## config.mk

```make
export PLATFORM = sky130hd
export DESIGN_NAME = mask_window_steering_decider_flat
export DESIGN_NICKNAME = d
export VERILOG_FILES = /design/src/sv/mwsd_pkg.sv /design/src/sv/mwsd_if.sv /design/src/sv/mwsd_front.sv /design/src/sv/mwsd_fifo.sv /design/src/sv/mwsd_back.sv /design/src/sv/mask_window_steering_decider.sv /design/src/flat_wrapper.sv
export SDC_FILE = /design/constraint.sdc
export NUM_CORES = 1
export LEC_CHECK = 0
export ABC_AREA = 1
export BUFFER_PORTS_ARGS = -buffer_cell sky130_fd_sc_hd__buf_2
export CAP_MARGIN = 25
export CORE_ASPECT_RATIO = 0.7
export CORE_UTILIZATION = 45
export DETAILED_ROUTE_END_ITERATION = 10
export GPL_TIMING_DRIVEN = 1
export PLACE_DENSITY = 0.68
export RECOVER_POWER = 25
export SYNTH_ARGS = -nofsm -noshare
export SYNTH_HDL_FRONTEND = slang
export SYNTH_HIERARCHICAL = 1
export SYNTH_SLANG_ARGS = --single-unit
```

## constraint.sdc

```tcl
create_clock -name i_clk -period 3.6 [get_ports i_clk]
set_clock_uncertainty 0.05 [all_clocks]
set_input_delay 0.72 -clock i_clk [delete_from_list [all_inputs] [get_ports i_clk]]
set_output_delay 0.72 -clock i_clk [all_outputs]
set_load 0.05 [all_outputs]
```

## src/sv/mwsd_pkg.sv

```systemverilog
// Shared types and constants of the mask window steering decider.
`timescale 1ns / 1ps
`default_nettype none

package mwsd_pkg;

    // Field widths
    localparam int CLASS_W   = 8;
    localparam int COORD_W   = 12;
    localparam int COUNT_W   = 16;
    localparam int CFG_IDX_W = 4;
    localparam int CFG_DAT_W = 16;
    localparam int NUM_WIN   = 3;

    // Decoupling queue between classifier and counter
    localparam int FIFO_DEPTH = 4;
    localparam int FIFO_AW    = $clog2(FIFO_DEPTH);

    // Segmentation classes
    localparam logic [CLASS_W-1:0] CLS_PATH_A = 8'd0;
    localparam logic [CLASS_W-1:0] CLS_PATH_B = 8'd2;
    localparam logic [CLASS_W-1:0] CLS_PATH_C = 8'd3;
    localparam logic [CLASS_W-1:0] CLS_PARK_A = 8'd4;
    localparam logic [CLASS_W-1:0] CLS_PARK_B = 8'd5;

    localparam logic [COUNT_W-1:0] COUNT_MAX = '1;

    typedef enum logic [CFG_IDX_W-1:0] {
        REG_WINDOW_LEFT     = 4'd0,
        REG_WINDOW_TOP      = 4'd1,
        REG_WINDOW_WIDTH    = 4'd2,
        REG_WINDOW_HEIGHT   = 4'd3,
        REG_SIDE_PATH_LIMIT = 4'd4,
        REG_MID_PATH_LIMIT  = 4'd5,
        REG_SIDE_PARK_LIMIT = 4'd6,
        REG_MID_PARK_LIMIT  = 4'd7
    } t_reg_idx;

    typedef enum logic [2:0] {
        CMD_FORWARD = 3'd0,
        CMD_BACK    = 3'd1,
        CMD_LEFT    = 3'd2,
        CMD_RIGHT   = 3'd3,
        CMD_STOP    = 3'd4
    } t_cmd;

    typedef enum logic [1:0] {
        GR_NONE = 2'd0,
        GR_PATH = 2'd1,
        GR_PARK = 2'd2
    } t_grade;

    typedef struct packed {
        logic [COORD_W-1:0] window_left;
        logic [COORD_W-1:0] window_top;
        logic [COORD_W-1:0] window_width;
        logic [COORD_W-1:0] window_height;
        logic [COUNT_W-1:0] side_path_limit;
        logic [COUNT_W-1:0] mid_path_limit;
        logic [COUNT_W-1:0] side_park_limit;
        logic [COUNT_W-1:0] mid_park_limit;
    } t_cfg;

    // One classified pixel as queued for the counter
    typedef struct packed {
        logic               path;
        logic               park;
        logic [NUM_WIN-1:0] hit;
        logic               last;
    } t_cls_item;

    typedef struct packed {
        t_cmd               cmd;
        logic [COUNT_W-1:0] confirm;
        logic               arrived;
    } t_result;

    function automatic logic [COUNT_W-1:0] sat_inc(input logic [COUNT_W-1:0] v);
        sat_inc = (v == COUNT_MAX) ? v : v + 1'b1;
    endfunction

endpackage

`default_nettype wire

```

## src/sv/mwsd_if.sv

```systemverilog
// Request channel interfaces: pixel input, result output, register writes.
`timescale 1ns / 1ps
`default_nettype none

interface mwsd_pix_if import mwsd_pkg::*; ();
    logic               valid;
    logic               ready;
    logic [CLASS_W-1:0] pixel_class;
    logic [COORD_W-1:0] row_index;
    logic [COORD_W-1:0] col_index;
    logic               frame_end;

    modport source (output valid, pixel_class, row_index, col_index, frame_end,
                    input ready);
    modport sink   (input valid, pixel_class, row_index, col_index, frame_end,
                    output ready);
endinterface

interface mwsd_res_if import mwsd_pkg::*; ();
    logic               valid;
    logic               ready;
    logic [2:0]         steer_cmd;
    logic [COUNT_W-1:0] confirm_count;
    logic               arrived;

    modport source (output valid, steer_cmd, confirm_count, arrived, input ready);
    modport sink   (input valid, steer_cmd, confirm_count, arrived, output ready);
endinterface

interface mwsd_cfg_if import mwsd_pkg::*; ();
    logic                 valid;
    logic                 ready;
    logic [CFG_IDX_W-1:0] reg_index;
    logic [CFG_DAT_W-1:0] wr_data;

    modport source (output valid, reg_index, wr_data, input ready);
    modport sink   (input valid, reg_index, wr_data, output ready);
endinterface

`default_nettype wire

```

## src/sv/mwsd_front.sv

```systemverilog
// Front end: classifies each pixel request and finds the windows it falls in.
`timescale 1ns / 1ps
`default_nettype none

module mwsd_front import mwsd_pkg::*; #(
    parameter int COORD_BITS = 12
) (
    mwsd_pix_if.sink  i_pix,
    input  t_cfg      i_cfg,
    input  logic      i_q_ready,
    output logic      o_q_valid,
    output t_cls_item o_q_item
);

    localparam int CoordKeep = (COORD_BITS < COORD_W) ? COORD_BITS : COORD_W;
    localparam logic [COORD_W-1:0] CoordMask = COORD_W'((64'd1 << CoordKeep) - 64'd1);

    logic [COORD_W-1:0] row_m;
    logic [COORD_W-1:0] col_m;
    logic [COORD_W-1:0] rel;
    logic [COORD_W-1:0] half;
    logic [COORD_W-1:0] start [NUM_WIN];
    logic               row_in;
    logic               col_ok;
    logic               is_path;
    logic               is_park;
    logic [NUM_WIN-1:0] hit;

    assign i_pix.ready = i_q_ready;
    assign o_q_valid   = i_pix.valid;

    // Class decode
    always_comb begin
        is_path = 1'b0;
        is_park = 1'b0;
        case (i_pix.pixel_class) inside
            CLS_PATH_A, CLS_PATH_B, CLS_PATH_C: is_path = 1'b1;
            CLS_PARK_A, CLS_PARK_B:             is_park = 1'b1;
            default: ;
        endcase
    end

    // Band and window compares, limits taken without wrap
    assign row_m  = i_pix.row_index & CoordMask;
    assign col_m  = i_pix.col_index & CoordMask;
    assign row_in = (row_m >= i_cfg.window_top) &&
                    ({1'b0, row_m} < ({1'b0, i_cfg.window_top} + {1'b0, i_cfg.window_height}));
    assign col_ok = (col_m >= i_cfg.window_left);
    assign rel    = col_m - i_cfg.window_left;
    assign half   = {1'b0, i_cfg.window_width[COORD_W-1:1]};

    assign start[0] = '0;
    assign start[1] = half;
    assign start[2] = {half[COORD_W-2:0], 1'b0};

    always_comb begin
        for (int i = 0; i < NUM_WIN; i++) begin
            hit[i] = (rel >= start[i]) &&
                     ({1'b0, rel} < ({1'b0, start[i]} + {1'b0, i_cfg.window_width}));
        end
    end

    always_comb begin
        o_q_item.path = is_path;
        o_q_item.park = is_park;
        o_q_item.hit  = (row_in && col_ok) ? hit : '0;
        o_q_item.last = i_pix.frame_end;
    end

endmodule

`default_nettype wire

```

## src/sv/mwsd_fifo.sv

```systemverilog
// Short queue of classified pixels between the front end and the counter.
`timescale 1ns / 1ps
`default_nettype none

module mwsd_fifo import mwsd_pkg::*; (
    input  logic      i_clk,
    input  logic      i_rst_n,
    input  logic      i_wr_valid,
    output logic      o_wr_ready,
    input  t_cls_item i_wr_item,
    output logic      o_rd_valid,
    input  logic      i_rd_ready,
    output t_cls_item o_rd_item
);

    t_cls_item          r_mem [FIFO_DEPTH];
    logic [FIFO_AW-1:0] r_wptr;
    logic [FIFO_AW-1:0] r_rptr;
    logic [FIFO_AW:0]   r_count;
    logic               push;
    logic               pop;

    assign o_wr_ready = (r_count != (FIFO_AW+1)'(FIFO_DEPTH));
    assign o_rd_valid = (r_count != '0);
    assign o_rd_item  = r_mem[r_rptr];
    assign push       = i_wr_valid && o_wr_ready;
    assign pop        = o_rd_valid && i_rd_ready;

    // Pointers and fill level
    always_ff @(posedge i_clk) begin
        if (!i_rst_n) begin
            r_wptr  <= '0;
            r_rptr  <= '0;
            r_count <= '0;
        end else begin
            if (push) r_wptr <= r_wptr + 1'b1;
            if (pop)  r_rptr <= r_rptr + 1'b1;
            if (push && !pop)      r_count <= r_count + 1'b1;
            else if (pop && !push) r_count <= r_count - 1'b1;
        end
    end

    // Entry storage
    always_ff @(posedge i_clk) begin
        if (push) r_mem[r_wptr] <= i_wr_item;
    end

`ifndef SYNTHESIS
    a_count_range: assert property (@(posedge i_clk) disable iff (!i_rst_n)
        r_count <= (FIFO_AW+1)'(FIFO_DEPTH))
        else $error("queue fill level past depth");

    a_ptr_track: assert property (@(posedge i_clk) disable iff (!i_rst_n)
        (r_wptr - r_rptr) == r_count[FIFO_AW-1:0])
        else $error("queue pointers disagree with fill level");

    a_head_hold: assert property (@(posedge i_clk) disable iff (!i_rst_n)
        o_rd_valid && !i_rd_ready |=> o_rd_valid && $stable(o_rd_item))
        else $error("queue head changed while stalled");
`endif

endmodule

`default_nettype wire

```

## src/sv/mwsd_back.sv

```systemverilog
// Back end: window counters, frame snapshot, grading, steering and confirmation.
`timescale 1ns / 1ps
`default_nettype none

module mwsd_back import mwsd_pkg::*; #(
    parameter int ARRIVE_LIMIT = 10
) (
    input  logic        i_clk,
    input  logic        i_rst_n,
    input  t_cfg        i_cfg,
    input  logic        i_q_valid,
    output logic        o_q_ready,
    input  t_cls_item   i_q_item,
    mwsd_res_if.source  o_res
);

    localparam logic [COUNT_W-1:0] ArriveLim = COUNT_W'(ARRIVE_LIMIT);

    logic [COUNT_W-1:0] r_path [NUM_WIN];
    logic [COUNT_W-1:0] r_park [NUM_WIN];
    logic [COUNT_W-1:0] n_path [NUM_WIN];
    logic [COUNT_W-1:0] n_park [NUM_WIN];
    logic [COUNT_W-1:0] r_snap_path [NUM_WIN];
    logic [COUNT_W-1:0] r_snap_park [NUM_WIN];
    logic               r_snap_valid;
    logic [COUNT_W-1:0] r_confirm;
    logic [COUNT_W-1:0] n_confirm;
    logic               r_out_valid;
    t_result            r_out;
    t_result            n_out;
    t_grade             grade [NUM_WIN];
    logic               snap_take;
    logic               snap_free;
    logic               pop;

    assign snap_take = r_snap_valid && (!r_out_valid || o_res.ready);
    assign snap_free = !r_snap_valid || snap_take;
    assign o_q_ready = !i_q_item.last || snap_free;
    assign pop       = i_q_valid && o_q_ready;

    // Count update for the popped pixel
    always_comb begin
        for (int i = 0; i < NUM_WIN; i++) begin
            n_path[i] = (i_q_item.path && i_q_item.hit[i]) ? sat_inc(r_path[i]) : r_path[i];
            n_park[i] = (i_q_item.park && i_q_item.hit[i]) ? sat_inc(r_park[i]) : r_park[i];
        end
    end

    // Window grades from the frame snapshot
    always_comb begin
        for (int i = 0; i < NUM_WIN; i++) begin
            logic [COUNT_W-1:0] plim;
            logic [COUNT_W-1:0] klim;
            plim = (i == 1) ? i_cfg.mid_path_limit : i_cfg.side_path_limit;
            klim = (i == 1) ? i_cfg.mid_park_limit : i_cfg.side_park_limit;
            if (r_snap_park[i] > klim)
                grade[i] = GR_PARK;
            else if (({1'b0, r_snap_path[i]} + {1'b0, r_snap_park[i]}) > {1'b0, plim})
                grade[i] = GR_PATH;
            else
                grade[i] = GR_NONE;
        end
    end

    // Steering choice and confirmation update
    always_comb begin
        n_out.arrived = 1'b0;
        n_out.cmd     = CMD_FORWARD;
        n_confirm     = r_confirm;
        if (r_confirm > ArriveLim) begin
            n_out.cmd     = CMD_STOP;
            n_out.arrived = 1'b1;
        end else if (grade[0] == GR_PARK && grade[1] == GR_PARK && grade[2] == GR_PARK) begin
            n_confirm = sat_inc(r_confirm);
        end else begin
            n_confirm = (r_confirm != '0) ? r_confirm - 1'b1 : r_confirm;
            if (grade[1] == GR_PARK) begin
                if (r_snap_park[0] > r_snap_park[1])      n_out.cmd = CMD_LEFT;
                else if (r_snap_park[2] > r_snap_park[1]) n_out.cmd = CMD_RIGHT;
                else                                      n_out.cmd = CMD_FORWARD;
            end else if (grade[0] == GR_PARK) begin
                n_out.cmd = CMD_LEFT;
            end else if (grade[2] == GR_PARK) begin
                n_out.cmd = CMD_RIGHT;
            end else if (grade[1] == GR_PATH) begin
                n_out.cmd = CMD_FORWARD;
            end else if (grade[0] == GR_PATH) begin
                n_out.cmd = CMD_LEFT;
            end else if (grade[2] == GR_PATH) begin
                n_out.cmd = CMD_RIGHT;
            end else begin
                n_out.cmd = CMD_BACK;
                n_confirm = '0;
            end
        end
        n_out.confirm = n_confirm;
    end

    // Control state and counters
    always_ff @(posedge i_clk) begin
        if (!i_rst_n) begin
            for (int i = 0; i < NUM_WIN; i++) begin
                r_path[i] <= '0;
                r_park[i] <= '0;
            end
            r_snap_valid <= 1'b0;
            r_out_valid  <= 1'b0;
            r_confirm    <= '0;
        end else begin
            if (pop) begin
                for (int i = 0; i < NUM_WIN; i++) begin
                    r_path[i] <= i_q_item.last ? '0 : n_path[i];
                    r_park[i] <= i_q_item.last ? '0 : n_park[i];
                end
            end
            if (pop && i_q_item.last) r_snap_valid <= 1'b1;
            else if (snap_take)       r_snap_valid <= 1'b0;
            if (snap_take) begin
                r_out_valid <= 1'b1;
                r_confirm   <= n_confirm;
            end else if (o_res.ready) begin
                r_out_valid <= 1'b0;
            end
        end
    end

    // Payload registers
    always_ff @(posedge i_clk) begin
        if (pop && i_q_item.last) begin
            for (int i = 0; i < NUM_WIN; i++) begin
                r_snap_path[i] <= n_path[i];
                r_snap_park[i] <= n_park[i];
            end
        end
        if (snap_take) r_out <= n_out;
    end

    assign o_res.valid         = r_out_valid;
    assign o_res.steer_cmd     = r_out.cmd;
    assign o_res.confirm_count = r_out.confirm;
    assign o_res.arrived       = r_out.arrived;

`ifndef SYNTHESIS
    a_arrived_stop: assert property (@(posedge i_clk) disable iff (!i_rst_n)
        r_out_valid && r_out.arrived |-> r_out.cmd == CMD_STOP)
        else $error("arrival without stop command");

    a_back_clears: assert property (@(posedge i_clk) disable iff (!i_rst_n)
        r_out_valid && r_out.cmd == CMD_BACK |-> r_out.confirm == '0)
        else $error("back command left confirmation count set");

    a_snap_hold: assert property (@(posedge i_clk) disable iff (!i_rst_n)
        r_snap_valid && !snap_take |=> r_snap_valid)
        else $error("frame snapshot lost before grading");

    a_confirm_step: assert property (@(posedge i_clk) disable iff (!i_rst_n)
        !snap_take |=> $stable(r_confirm))
        else $error("confirmation count moved outside a frame decision");
`endif

endmodule

`default_nettype wire

```

## src/sv/mask_window_steering_decider.sv

```systemverilog
// Top level of the mask window steering decider: register file and block wiring.
//
//  Channel  Dir  Payload                                         Accepted when
//  i_pix    in   pixel_class, row_index, col_index, frame_end    valid && ready
//  o_res    out  steer_cmd, confirm_count, arrived               valid && ready
//  i_cfg    in   reg_index, wr_data                              valid && ready
//
// One pixel request per cycle while the queue has room; the front end classifies
// combinationally into a 4-entry queue, the counter pops one entry per cycle
// unless a frame-end pixel waits for the snapshot. A frame-end pixel passes the
// queue, the count snapshot, then the graded output register.
// Reset (i_rst_n low, synchronous) clears counters, queue and confirmation and
// loads register defaults. A stalled result holds one snapshot; after that the
// counter stops at the next frame-end pixel and the queue fills back to i_pix.
`timescale 1ns / 1ps
`default_nettype none

module mask_window_steering_decider import mwsd_pkg::*; #(
    parameter int ARRIVE_LIMIT = 10,
    parameter int COORD_BITS   = 12
) (
    input  logic       i_clk,
    input  logic       i_rst_n,
    mwsd_pix_if.sink   i_pix,
    mwsd_res_if.source o_res,
    mwsd_cfg_if.sink   i_cfg
);

    t_cfg      r_cfg;
    logic      f_valid;
    logic      f_ready;
    t_cls_item f_item;
    logic      q_valid;
    logic      q_ready;
    t_cls_item q_item;

    assign i_cfg.ready = 1'b1;

    // Register writes
    always_ff @(posedge i_clk) begin
        if (!i_rst_n) begin
            r_cfg.window_left     <= '0;
            r_cfg.window_top      <= '0;
            r_cfg.window_width    <= COORD_W'(64);
            r_cfg.window_height   <= COORD_W'(32);
            r_cfg.side_path_limit <= '0;
            r_cfg.mid_path_limit  <= '0;
            r_cfg.side_park_limit <= '0;
            r_cfg.mid_park_limit  <= '0;
        end else if (i_cfg.valid) begin
            unique case (i_cfg.reg_index)
                REG_WINDOW_LEFT:     r_cfg.window_left     <= i_cfg.wr_data[COORD_W-1:0];
                REG_WINDOW_TOP:      r_cfg.window_top      <= i_cfg.wr_data[COORD_W-1:0];
                REG_WINDOW_WIDTH:    r_cfg.window_width    <= i_cfg.wr_data[COORD_W-1:0];
                REG_WINDOW_HEIGHT:   r_cfg.window_height   <= i_cfg.wr_data[COORD_W-1:0];
                REG_SIDE_PATH_LIMIT: r_cfg.side_path_limit <= i_cfg.wr_data[COUNT_W-1:0];
                REG_MID_PATH_LIMIT:  r_cfg.mid_path_limit  <= i_cfg.wr_data[COUNT_W-1:0];
                REG_SIDE_PARK_LIMIT: r_cfg.side_park_limit <= i_cfg.wr_data[COUNT_W-1:0];
                REG_MID_PARK_LIMIT:  r_cfg.mid_park_limit  <= i_cfg.wr_data[COUNT_W-1:0];
                default: ;
            endcase
        end
    end

    mwsd_front #(
        .COORD_BITS (COORD_BITS)
    ) u_front (
        .i_pix     (i_pix),
        .i_cfg     (r_cfg),
        .i_q_ready (f_ready),
        .o_q_valid (f_valid),
        .o_q_item  (f_item)
    );

    mwsd_fifo u_fifo (
        .i_clk      (i_clk),
        .i_rst_n    (i_rst_n),
        .i_wr_valid (f_valid),
        .o_wr_ready (f_ready),
        .i_wr_item  (f_item),
        .o_rd_valid (q_valid),
        .i_rd_ready (q_ready),
        .o_rd_item  (q_item)
    );

    mwsd_back #(
        .ARRIVE_LIMIT (ARRIVE_LIMIT)
    ) u_back (
        .i_clk     (i_clk),
        .i_rst_n   (i_rst_n),
        .i_cfg     (r_cfg),
        .i_q_valid (q_valid),
        .o_q_ready (q_ready),
        .i_q_item  (q_item),
        .o_res     (o_res)
    );

endmodule

`default_nettype wire
```

## src/flat_wrapper.sv

```systemverilog
// flat-port wrapper written by rule: the top's interface ports become plain ports
module mask_window_steering_decider_flat import mwsd_pkg::*;
#(
    parameter int ARRIVE_LIMIT = 10,
    parameter int COORD_BITS   = 12
)
  (i_clk, i_rst_n, i_pix_valid, i_pix_pixel_class, i_pix_row_index, i_pix_col_index, i_pix_frame_end, i_pix_ready, o_res_valid, o_res_steer_cmd, o_res_confirm_count, o_res_arrived, o_res_ready, i_cfg_valid, i_cfg_reg_index, i_cfg_wr_data, i_cfg_ready);
  mwsd_pix_if i_pix_i ();
  mwsd_res_if o_res_i ();
  mwsd_cfg_if i_cfg_i ();
  input  logic i_clk;
  input  logic i_rst_n;
  input wire logic [$bits(i_pix_i.valid)-1:0] i_pix_valid;
  input wire logic [$bits(i_pix_i.pixel_class)-1:0] i_pix_pixel_class;
  input wire logic [$bits(i_pix_i.row_index)-1:0] i_pix_row_index;
  input wire logic [$bits(i_pix_i.col_index)-1:0] i_pix_col_index;
  input wire logic [$bits(i_pix_i.frame_end)-1:0] i_pix_frame_end;
  output wire logic [$bits(i_pix_i.ready)-1:0] i_pix_ready;
  output wire logic [$bits(o_res_i.valid)-1:0] o_res_valid;
  output wire logic [$bits(o_res_i.steer_cmd)-1:0] o_res_steer_cmd;
  output wire logic [$bits(o_res_i.confirm_count)-1:0] o_res_confirm_count;
  output wire logic [$bits(o_res_i.arrived)-1:0] o_res_arrived;
  input wire logic [$bits(o_res_i.ready)-1:0] o_res_ready;
  input wire logic [$bits(i_cfg_i.valid)-1:0] i_cfg_valid;
  input wire logic [$bits(i_cfg_i.reg_index)-1:0] i_cfg_reg_index;
  input wire logic [$bits(i_cfg_i.wr_data)-1:0] i_cfg_wr_data;
  output wire logic [$bits(i_cfg_i.ready)-1:0] i_cfg_ready;
  assign i_pix_i.valid = i_pix_valid;
  assign i_pix_i.pixel_class = i_pix_pixel_class;
  assign i_pix_i.row_index = i_pix_row_index;
  assign i_pix_i.col_index = i_pix_col_index;
  assign i_pix_i.frame_end = i_pix_frame_end;
  assign i_pix_ready = i_pix_i.ready;
  assign o_res_valid = o_res_i.valid;
  assign o_res_steer_cmd = o_res_i.steer_cmd;
  assign o_res_confirm_count = o_res_i.confirm_count;
  assign o_res_arrived = o_res_i.arrived;
  assign o_res_i.ready = o_res_ready;
  assign i_cfg_i.valid = i_cfg_valid;
  assign i_cfg_i.reg_index = i_cfg_reg_index;
  assign i_cfg_i.wr_data = i_cfg_wr_data;
  assign i_cfg_ready = i_cfg_i.ready;
  mask_window_steering_decider #(.ARRIVE_LIMIT(ARRIVE_LIMIT), .COORD_BITS(COORD_BITS)) u_core (.i_clk(i_clk), .i_rst_n(i_rst_n), .i_pix(i_pix_i), .o_res(o_res_i), .i_cfg(i_cfg_i));
endmodule
```

==> flow_summary.json <==
{
  "slew_violations": 74,
  "cts_buffers": 40,
  "synth_nets": 3477,
  "syn_inst": 3119,
  "insertion_delay_ps": 580,
  "grt_overflow_total": 0,
  "drt-total-wl_um": 63800,
  "synth_top_cell_by_area": "edfxtp_1",
  "slew_headroom_pct": -23.7,
  "dieWidth_um": 284,
  "cp_data_required_time_ps": 3890,
  "dieArea_mm2": 0.0566,
  "antenna_found_initial": 0,
  "endpoint_kind": "flip-flop",
  "drt_pass1_iterations": 5,
  "startpoint_type": "flip-flop",
  "hold_path.class": "flip-flop to flip-flop",
  "num_vias": 20646,
  "core-area_mm2": 0.0544,
  "nNetsFinal": 3682,
  "hold_viol": 0,
  "worstSetupPathType": "flip-flop to flip-flop",
  "cts_root_buffer": "clkbuf_16",
  "worst_slack_ps": -251,
  "worst-path-buf-inv": 2,
  "maxCapViolCount": 2,
  "yosysWarnings": 6,
  "num_rows": 71,
  "peakVddDrop_v": 0.000491,
  "critPathMaxFanout": 6,
  "boundaryPins": 81,
  "io_buffer_count": 79,
  "rsz0062_at_grt": "true",
  "finalCriticalPeriod_ps": 3850,
  "gp_congestion": 0.935,
  "num_antenna_cells": 0,
  "critPathArrivalTime_ps": 4140,
  "synth_edf_count": 236,
  "wl_per_cell_um": 15.6,
  "leakage_nw": 13.1,
  "final_cell_mix": "nand2_1, inv_1, nor2_1",
  "setup_viol": 22,
  "clock_path_buffers": 3,
  "finalCoreUtilization_pct": 53.2,
  "htreeDepth": 2,
  "path_clk_slew_ps": 60,
  "synthArstFlopShare_pct": 0,
  "drc": 0,
  "synthesis.area_mm2": 0.0250,
  "grt_max_degree": 67,
  "synth-seq-cells": 375,
  "cpPeakStageDelay_ps": 390,
  "ant_nets": 0,
  "tightest_slew_ps": 1850,
  "slowest_stage": "edfxtp_1",
  "drive_gt1_share_pct": 13.3,
  "yosysTopAreaCellShare_pct": 28.3,
  "fin_hold_ws_ps": 392,
  "grt_pass1_wl_um": 101000,
  "period_share_pct": 107,
  "area_delta_synth_final_pct": 15.5,
  "first_global_vias": 18780,
  "outcome": "complete, but fails checks",
  "p_per_area_mw_per_mm2": 963,
  "cp_common_cell": "nand2_1",
  "synthFlopType": "edfxtp_1",
  "cts_tree": "built",
  "grt.total_usage_pct": 22.4,
  "synth_area_leaders": "edfxtp_1, ha_1, dfxtp_1, nand2_1, inv_1",
  "layout.cells.non_filler": 4086,
  "die_y_um": 199,
  "layout_commonest_cell": "nand2_1",
  "max_freq_mhz": 260,
  "post-place-cells": 3996,
  "start_util_pct": 46.1,
  "first_iter_violations": 1981,
  "avgSynthCellArea_um2": 8.03,
  "violations": "max-capacitance violations, max-slew violations, negative setup slack",
  "cp_top_family": "simple AND/OR/NAND/NOR gates",
  "dpl.hpwl_um": 48600,
  "cts.sink_count": 375,
  "seq_area_frac_synth_pct": 39.4,
  "vias_per_cell": 5.05,
  "synth_cell_type_count": 64,
  "hold_buffers": 0
}
cells by family after synthesis:
group,synth area share [%]
flip-flops,39.4
XOR/XNOR,4.19
other,0.0150
AO/OA/AOI/OAI,8.23
adder cells (fa/ha/maj),15.2
AND/OR/NAND/NOR,24.0
buffers and inverters,8.86
multiplexers,0.0400
area by class of cell:
| class | instances | area (um2) |
|---|---|---|
| Sequential cell | 375 | 9870 |
| Tap cell | 730 | 913 |
| Multi-Input combinational cell | 2185 | 13400 |
| Clock buffer | 53 | 1140 |
| Fill cell | 5045 | 25400 |
| Timing Repair Buffer | 231 | 1560 |
| Inverter | 491 | 1840 |
| Clock inverter | 21 | 195 |
power breakdown:
| group | total [mW] | switching (mW) | internal, mW |
|---|---|---|---|
| clock | 4.21 | 1.81 | 2.41 |
| combinational | 16.1 | 9.64 | 6.49 |
| sequential | 7.51 | 1.04 | 6.46 |
timing repair:
action	4_1_cts	5_1_grt
buffers inserted	8	9
setup endpoints to repair	22	22
gates resized for setup	41	63
pin swaps	19	37
Yosys cell counts, types with 46 or more instances:
cell type	count
nand2_1	653
inv_1	489
nor2_1	406
ha_1	293
edfxtp_1	236
a21oi_1	180
dfxtp_1	139
nand3_1	126
o21ai_0	93
xor2_1	72
nor3_1	65
nand4_1	47
xnor2_1	46
flip-flops by register name (all words and copies together), names as in the netlist, 3 cells and up, named ones only:
signal                             count
u_core/u_fifo/r_count                  3
u_core/u_back/r_snap_path             48
u_core/u_back/r_park                  48
u_core/u_back/r_confirm               16
u_core/r_cfg                         112
u_core/u_back/o_res.confirm_count     16
u_core/u_back/r_path                  48
u_core/u_fifo/r_mem                   24
u_core/u_back/r_snap_park             48
u_core/u_back/o_res.steer_cmd          3
metal layers:
metal	up-vias	wire length [um]	global-route usage (%)
met2	622	24500	30.5
li1	10598	-	-
met5	-	0	0
met4	0	913	4.86
met3	58	4460	3.12
met1	9368	33900	36.5
worst register-to-register path, cell delays in order, from the launching register on:
cell      delay, ps
edfxtp_1        390
ha_1            330
nand2_1          70
or2_2           300
nand3_2          90
a21oi_2          60
o21bai_1        180
nand2_1          70
nand2_1          80
a21oi_2          60
buf_4           140
xnor2_1         180
ha_1            270
nand2_1          90
a21oi_1          50
o21bai_1        130
nand2_1          70
nand2_1          70
nand3_1         100
nand2_2         110
nand2_2          80
nor2_4          150
nand3_4         140
nand2_4         120
nand2_8          90
nand2_4         130
inv_2            30
path summary, 6_finish.rpt:
path / startpoint / endpoint / slack (ps) / depth (start not counted)
hold / removal: u_core/u_back/r_confirm[8] / u_core/u_back/r_confirm[8] / 390 / 2
setup reg to reg: u_core/u_back/r_snap_park[0][21] / u_core/u_back/o_res.confirm_count[13] / -250 / 26
hold reg to reg: u_core/u_back/r_confirm[8] / u_core/u_back/r_confirm[8] / 390 / 2
setup / recovery: u_core/u_back/r_snap_park[0][21] / u_core/u_back/o_res.confirm_count[13] / -250 / 26
stage by stage:
step | setup slack [ps] | total power, mW | TNS, ps | instance area, um2
finish | -251 | 27.9 | -4080 | 28900
global route | -500 | 30.2 | -9890 | 28900
CTS | -145 | 26.8 | -1360 | 28600
detailed placement | -353 | 21.9 | -6300 | 27000
global placement | -257 | 21.6 | -3640 | 27000
floorplan | 41.7 | 17.0 | 0 | 25000
(Power assumes the default switching activity.)
